`config.mk`:
```
export PLATFORM = sky130hd
export DESIGN_NAME = srh_mod_mul
export DESIGN_NICKNAME = d
export VERILOG_FILES = /design/src/design/srh_pkg.sv /design/src/design/srh_mod_mul.sv
export SDC_FILE = /design/constraint.sdc
export NUM_CORES = 2
export LEC_CHECK = 0
export ABC_AREA = 1
export BUFFER_PORTS_ARGS = -buffer_cell sky130_fd_sc_hd__buf_4
export CAP_MARGIN = 20
export CORE_MARGIN = 3
export CORE_UTILIZATION = 39
export CTS_CLUSTER_SIZE = 24
export DETAILED_ROUTE_END_ITERATION = 10
export HOLD_SLACK_MARGIN = 0.15
export SYNTH_ARGS = -nofsm -noshare
export SYNTH_HDL_FRONTEND = slang
export SYNTH_SLANG_ARGS = --single-unit
```
`constraint.sdc`:
```
create_clock -name clock -period 7 [get_ports clock]
set_input_delay 0.35 -clock clock [delete_from_list [all_inputs] [get_ports clock]]
set_output_delay 0.35 -clock clock [all_outputs]
set_load 0.03 [all_outputs]
```
`src/design/srh_pkg.sv`:
```
`timescale 1ns / 1ps
// Shared types, constants and codes of the substring rolling hash block.
package srh_pkg;

   localparam int HASH_W   = 61;
   localparam int PROD_W   = 2 * HASH_W;
   localparam int PART_W   = 32;
   localparam int POS_W    = 12;
   localparam int KIND_W   = 2;
   localparam int BYTE_W   = 8;
   localparam int STATUS_W = 2;

   localparam int unsigned DEFAULT_MAX_LEN = 4095;

   localparam logic [HASH_W-1:0] HASH_MOD  = {HASH_W{1'b1}};
   localparam logic [HASH_W-1:0] HASH_BASE = HASH_W'(100000007);

   localparam logic [KIND_W-1:0] KIND_APPEND = 2'd0;
   localparam logic [KIND_W-1:0] KIND_QUERY  = 2'd1;
   localparam logic [KIND_W-1:0] KIND_CLEAR  = 2'd2;

   localparam logic [STATUS_W-1:0] STATUS_OK        = 2'd0;
   localparam logic [STATUS_W-1:0] STATUS_BAD_RANGE = 2'd1;
   localparam logic [STATUS_W-1:0] STATUS_FULL      = 2'd2;

   typedef enum logic [1:0] {
      ST_IDLE,
      ST_READ,
      ST_MUL
   } srh_state_type;

endpackage

```
`src/design/srh_mod_mul.sv`:
```
`timescale 1ns / 1ps
// Multi-cycle 61 by 61 bit multiplier modulo 2^61-1 built from 32 bit partial products.
module srh_mod_mul (
   input  logic                      clock,
   input  logic                      reset,
   input  logic                      start,
   input  logic [srh_pkg::HASH_W-1:0] a,
   input  logic [srh_pkg::HASH_W-1:0] b,
   output logic                      done,
   output logic [srh_pkg::HASH_W-1:0] result
);
   import srh_pkg::*;

   localparam int HI_W = HASH_W - PART_W;

   logic                  active_ff, active_in;
   logic [2:0]            cnt_ff, cnt_in;
   logic                  done_ff, done_in;
   logic [HASH_W-1:0]     a_ff, b_ff;
   logic [2*PART_W-1:0]   pp_ff;
   logic [1:0]            pp_idx_ff;
   logic [PROD_W-1:0]     acc_ff;
   logic [HASH_W:0]       t_ff;
   logic [HASH_W-1:0]     result_ff;

   logic [PART_W-1:0]     x_part, y_part;
   logic [PROD_W-1:0]     pp_shifted;

   // Partial product k: bit 1 picks the high half of a, bit 0 that of b.
   always_comb begin
      x_part = cnt_ff[1] ? {{(PART_W-HI_W){1'b0}}, a_ff[HASH_W-1:PART_W]} : a_ff[PART_W-1:0];
      y_part = cnt_ff[0] ? {{(PART_W-HI_W){1'b0}}, b_ff[HASH_W-1:PART_W]} : b_ff[PART_W-1:0];
   end

   always_comb begin
      case (pp_idx_ff)
         2'd0:    pp_shifted = PROD_W'(pp_ff);
         2'd1,
         2'd2:    pp_shifted = PROD_W'({pp_ff, {PART_W{1'b0}}});
         2'd3:    pp_shifted = PROD_W'({pp_ff, {(2*PART_W){1'b0}}});
         default: pp_shifted = '0;
      endcase
   end

   always_comb begin
      active_in = active_ff;
      cnt_in    = cnt_ff;
      done_in   = 1'b0;
      if (start) begin
         active_in = 1'b1;
         cnt_in    = '0;
      end else if (active_ff) begin
         cnt_in = cnt_ff + 3'd1;
         if (cnt_ff == 3'd6) begin
            active_in = 1'b0;
            done_in   = 1'b1;
         end
      end
   end

   always_ff @(posedge clock) begin
      if (reset) begin
         active_ff <= 1'b0;
         cnt_ff    <= '0;
         done_ff   <= 1'b0;
      end else begin
         active_ff <= active_in;
         cnt_ff    <= cnt_in;
         done_ff   <= done_in;
      end
   end

   always_ff @(posedge clock) begin
      if (start) begin
         a_ff   <= a;
         b_ff   <= b;
         acc_ff <= '0;
      end else if (active_ff) begin
         if (cnt_ff < 3'd4) begin
            pp_ff     <= x_part * y_part;
            pp_idx_ff <= cnt_ff[1:0];
         end
         if (cnt_ff inside {[3'd1:3'd4]}) begin
            acc_ff <= acc_ff + pp_shifted;
         end
         if (cnt_ff == 3'd5) begin
            t_ff <= {1'b0, acc_ff[PROD_W-1:HASH_W]} + {1'b0, acc_ff[HASH_W-1:0]};
         end
         if (cnt_ff == 3'd6) begin
            result_ff <= (t_ff >= {1'b0, HASH_MOD}) ? HASH_W'(t_ff - {1'b0, HASH_MOD})
                                                      : t_ff[HASH_W-1:0];
         end
      end
   end

   assign done   = done_ff;
   assign result = result_ff;

endmodule

```
# After elaboration in Yosys (flattened, before gate mapping)

Index checks and enable logic that the tools add are counted.

Muxes and demuxes: 8
$lt $le $gt $ge: 4
$add $sub $neg: 4
Bitwise gates (word level): 2
Reductions and logical operators: 9
Equality and inequality tests: 5
Multiply operators: 1

Operators by type and width:

| operator                 | number |
|---|---|
| $pmux W122 S3            | 1 |
| $add A122 B122 Y122      | 1 |
| $mul A32 B32 Y64         | 1 |
| $mux W32                 | 2 |
| $add A61 B61 Y62         | 1 |
| $ge A62 B61 Y1 const B   | 1 |
| $mux W61                 | 1 |
| $sub A61 B61 Y61 const B | 1 |
| $reduce_and A3 Y1        | 3 |
| $eq A3 B3 Y1 const B     | 2 |
| $eq A2 B2 Y1 const B     | 2 |
| $mux W1                  | 4 |
| $reduce_or A2 Y1         | 2 |
| $add A3 B1 Y3 const B    | 1 |
| $ge A3 B1 Y1 const B     | 1 |
| $le A3 B3 Y1 const B     | 1 |
| $lt A3 B3 Y1 const B     | 1 |
| $reduce_or A3 Y1         | 1 |
| $eq A2 B1 Y1 const B     | 1 |
| $logic_not A2 Y1         | 1 |
| $not A1 Y1               | 2 |
| $reduce_and A2 Y1        | 1 |
| $logic_and A1 B1 Y1      | 1 |

Word-level logic and storage cells: 43
Bits in registers: 438
Output and inout bits: 62

# Depth between registers and ports, before layout

Depth in word-level cells: 4
Depth in mapped cells: 36
Gate-level depth less buffers: 33

# Worst setup path after synthesis

No wires, ideal clock.

Path type: register to register
Start point: register cnt_ff[0]
End point: register pp_ff[63], data pin
Library setup time: 0.256 ns
Clock period less this slack: 7.618 ns
Buffers on the path: 2
Path slack: -0.618 ns
Stages on the path, launching flop included: 33
Arrival: 7.362 ns
Cells stage by stage: dfxtp_1 inv_1 clkbuf_1 or2_2 o21ai_1 clkbuf_1 nor2_1 fa_1 fa_1 fa_1 inv_1 fa_1 inv_1 fa_1 inv_1 fa_1 inv_1 fa_1 inv_1 fa_1 inv_1 ha_1 nand2_1 o21ai_0 a21oi_1 o21ai_0 nand2_1 nand3_1 nand2_1 inv_1 nor2_1 nand2_1 nand2_1

Longest elaborated chain between the ends: 2

Ends and longest elaborated chain:

| element                  | line              | RTL |
|---|---|---|
| start: declaration       | srh_mod_mul.sv:17 | `logic [2:0] cnt_ff, cnt_in;` |
| start signal: assignment | srh_mod_mul.sv:68 | `cnt_ff <= cnt_in;` |
| $mux W32                 | srh_mod_mul.sv:32 | `y_part = cnt_ff[0] ? {{(PART_W-HI_W){1'b0}}, b_ff[HASH_W-1:PART_W]} : b_ff[PART_W-1:0];` |
| $mul A32 B32 Y64         | srh_mod_mul.sv:80 | `pp_ff <= x_part * y_part;` |
| end signal: assignment   | srh_mod_mul.sv:80 |  |
| end: declaration         | srh_mod_mul.sv:20 | `logic [2*PART_W-1:0] pp_ff;` |

No other way between the ends.
A chain may end at the register's enable or synchronous reset.

# Worst setup path after layout

Start point: register cnt_ff[0]
End point: register pp_ff[60], data pin

The elaborated chain is that of the path after synthesis.

==> flow_summary_export.csv <==
group,metric,value,unit
sta,drv_slew,0,
critical_path,startpoint_type,"register",
clock_tree,cts_buffer_depth,3,
synth,synth_fa_ha_area_share,34.8,%
synth,syn_area_per_cell,7.14,sq um
placed_design,hpwl,254000,um
sta,skew,0.0727,ns
floorplan,start_util,39.4,%
floorplan,row_count,152,
synth,synth_top_family_by_area,"adder cells",
sta,max_freq,133,MHz
critical_path,cp-end-kind,"register",
floorplan,ios,187,
critical_path,r2r-start,"cnt_ff[0]",
drt,drc,0,
synth,synth_xor_area_share,2.74,%
drt,ant_nets,0,
clock_tree,clockRootBuffer,"clkbuf_16",
floorplan,chipHeight,424,um
synth,ys_ff_latch,438,
floorplan,die_x,424,um
critical_path,criticalPathCategory,"reg -> reg",
critical_path,crit_top_cell,"fa_1",
synth,synth_compound_area_share,6.03,%
sta,tightest_slew,1.12,ns
global_route,grtUsageTotal,32.4,%
floorplan,dieArea,179000,sq um
synth,synthesis.nets,11000,
drt,first_pass_iters,7,
critical_path,rrSetupSlack,-0.50,ns
critical_path,crit_slowest_cell,"fa_1",
clock_tree,h-tree-depth,2,
synth,synth-seq-area-share,17.5,%
sta,slew_headroom,25.6,%
synth,muxShareOfSynthArea,0,%
drt,drtIter0Drc,5521,
drt,vias,65000,
sta,setup_viol,45,
critical_path,crit_required,7.42,ns
finish,fin_area,85200,sq um
flow_run,drv_cap,0,
synth,syn_inst,9515,
floorplan,design.core.area,172000,sq um
synth,synth_cell_type_count,53,
finish,nFillCells,17000,
global_route,antenna_found_initial,5,
clock_tree,path_clk_slew,0.07,ns
drt,wire_per_inst,23.4,um
critical_path,reg2regPathDepth,30,
sta,rsz0062_at_grt,"true",
clock_tree,insertion_delay,0.72,ns
critical_path,cp_max_fo,18,
global_route,grt_start_max_net_pins,144,
finish,layout-drive-gt1-share,16.3,%
finish,finalNetCount,11900,
sta,fin_crit_sh,107,%
global_route,grt_pass1_wl,427000,um
placed_design,routabilityCongestion,1.05,
synth,synth_area_leaders,"fa_1 (26%), edfxtp_1 (14%), nand2_1 (13%), inv_1 (12%), ha_1 (8.3%)",
drt,routed_wl,299000,um
drt,viasPerCell,5.07,
clock_tree,cts.sinks,438,
synth,synth_simple_gate_area_share,25.1,%
finish,syn_to_final_growth,25.3,%
hold_path,hp-class,"in -> reg",
sta,fin_setup_tns,-16.60,ns
synth,syn-cell-area,68000,sq um
clock_tree,cts_made_buffers,55,
placed_design,io_buffers,186,
synth,synth_async_sr_flop_share,0,%
sta,hold_viol,0,
synth,synth_top_area_share,26.4,%
hold_path,holdPathStages,2,
critical_path,r2r-end,"pp_ff[60]",
synth,yosysTopAreaCell,"fa_1",
critical_path,crit_arrival,7.92,ns
placed_design,dpl-instance-area,77800,sq um
synth,synth_warnings,0,
clock_tree,cts_tree,"yes",
hold_path,min_to,"b_ff[0]",
global_route,first_global_vias,66100,
synth,synth_edf_count,311,
hold_path,hp-start,"b[0]",
run_status,violations,"negative setup slack",
critical_path,slowest_delay,0.57,ns
global_route,grt_overflow,0,
run_status,status,"complete, but fails checks",
synth,synth_flop_cell,"edfxtp_1",
sta,worst_slack,-0.501,ns
sta,period_needed,7.50,ns
## cells in the mapped netlist (all sizes together), types with 22 or more instances
cell type,instances
dfxtp,127
nand2,2346
nand3,260
nand4,57
nor2,1449
xnor2,47
ha,452
or2,60
o21ai,248
buf,56
a21o,28
a31oi,22
inv,2262
edfxtp,311
a21oi,256
xor2,166
fa,898
o22ai,64
nor3,71
clkbuf,166
o21bai,45
## routing by layer
metal	vias to the layer above	global-route usage (%)	part of all wire, %
li1	30300	-	-
met1	31300	38.6	38
met2	2619	54.4	46
met3	753	4.57	6.9
met4	2	21.6	8.8
met5	-	0	0.0043
## placed cells by master, fill, tap and decap left out, types with 49 or more instances in the layout
cell type	count
a21oi_1	209
buf_12	93
buf_4	775
buf_6	86
clkbuf_16	65
dfxtp_1	125
dlygate4sd3_1	124
edfxtp_1	311
fa_1	842
fa_2	56
ha_1	394
ha_4	55
inv_1	2174
inv_2	85
nand2_1	2275
nand2_2	49
nand3_1	237
nand4_1	56
nor2_1	1360
nor3_1	59
o21ai_0	152
o21ai_2	49
o22ai_1	64
xor2_1	157
## stage by stage
| stage | hold slack, ns | util (%) | cells | setup WS, ns |
|---|---|---|---|---|
| 6_report | 0.345 | 49.4 | 12800 | -0.501 |
| 5_1_grt | 0.342 | 49.4 | 12800 | -0.703 |
| 4_1_cts | 0.314 | 47.7 | 12700 | -0.490 |
| 3_5_place_dp | 0.524 | 45.1 | 12500 | -0.950 |
| 3_3_place_gp | 0.518 | 45.1 | 12500 | -0.943 |
| 2_1_floorplan | 0.419 | - | 9515 | 0.000918 |
## timing repair
| item | 4_1_cts | 5_1_grt |
|---|---|---|
| endpoints found under the hold margin | 146 | 0 |
| buffers inserted | 26 | 64 |
| pin swaps | 91 | 194 |
| gates resized for setup | 259 | 534 |
| cloned | 3 | 13 |
| setup endpoints to repair | 52 | 53 |
| hold buffers | 124 | 0 |
## worst max-delay path by stage
| stage | from | end | slack (ns) |
|---|---|---|---|
| 6_report | cnt_ff[0] | pp_ff[60] | -0.50 |
| 5_1_grt | cnt_ff[0] | pp_ff[63] | -0.70 |
| 4_1_cts | cnt_ff[0] | pp_ff[57] | -0.49 |
| 3_5_place_dp | cnt_ff[1] | pp_ff[46] | -0.95 |
| 3_3_place_gp | cnt_ff[1] | pp_ff[46] | -0.94 |
| 2_1_floorplan | cnt_ff[1] | pp_ff[58] | 0.0009 |
## sequential cells by signal, summed over array words and instances (netlist names), 2 cells and up
signal / flops
acc_ff: 122
pp_ff: 64
t_ff: 62
a_ff: 61
b_ff: 61
result: 61
cnt_ff: 3
pp_idx_ff: 2
## critical path, delay by kind of cell (launching register included)
kind                       cells  cell delay [ns]
AOI/OAI and AO/OA              1             0.15
and+or+nand+nor               11             1.36
DFF                            1             0.39
adders and majority gates      9             4.37
buffers and inverters          9             0.93
## final cells by class
| cell class | instances | area, sq um | area share, % |
|---|---|---|---|
| Clock buffer | 67 | 1450 | 1.70 |
| Tap cell | 2310 | 2890 | 3.39 |
| Antenna cell | 1 | 2.50 | 0.00294 |
| Inverter | 2283 | 8610 | 10.1 |
| Multi-Input combinational cell | 6572 | 49500 | 58.2 |
| Timing Repair Buffer | 1105 | 10400 | 12.2 |
| Sequential cell | 438 | 11900 | 14.0 |
| Clock inverter | 34 | 427 | 0.501 |
## logic make-up (layout without fill, tap and decap cells)
logic type	Yosys count	in the layout
AND/OR/NAND/NOR	4290	4290
XOR/XNOR	213	213
buffers and inverters	2505	3489
AO/OA/AOI/OAI	719	719
other	0	1
adder cells (fa/ha/maj)	1350	1350
flip-flops	438	438
Power is not shown: default switching activity piles up to over one toggle a cycle in this logic, so the estimate is an artifact.
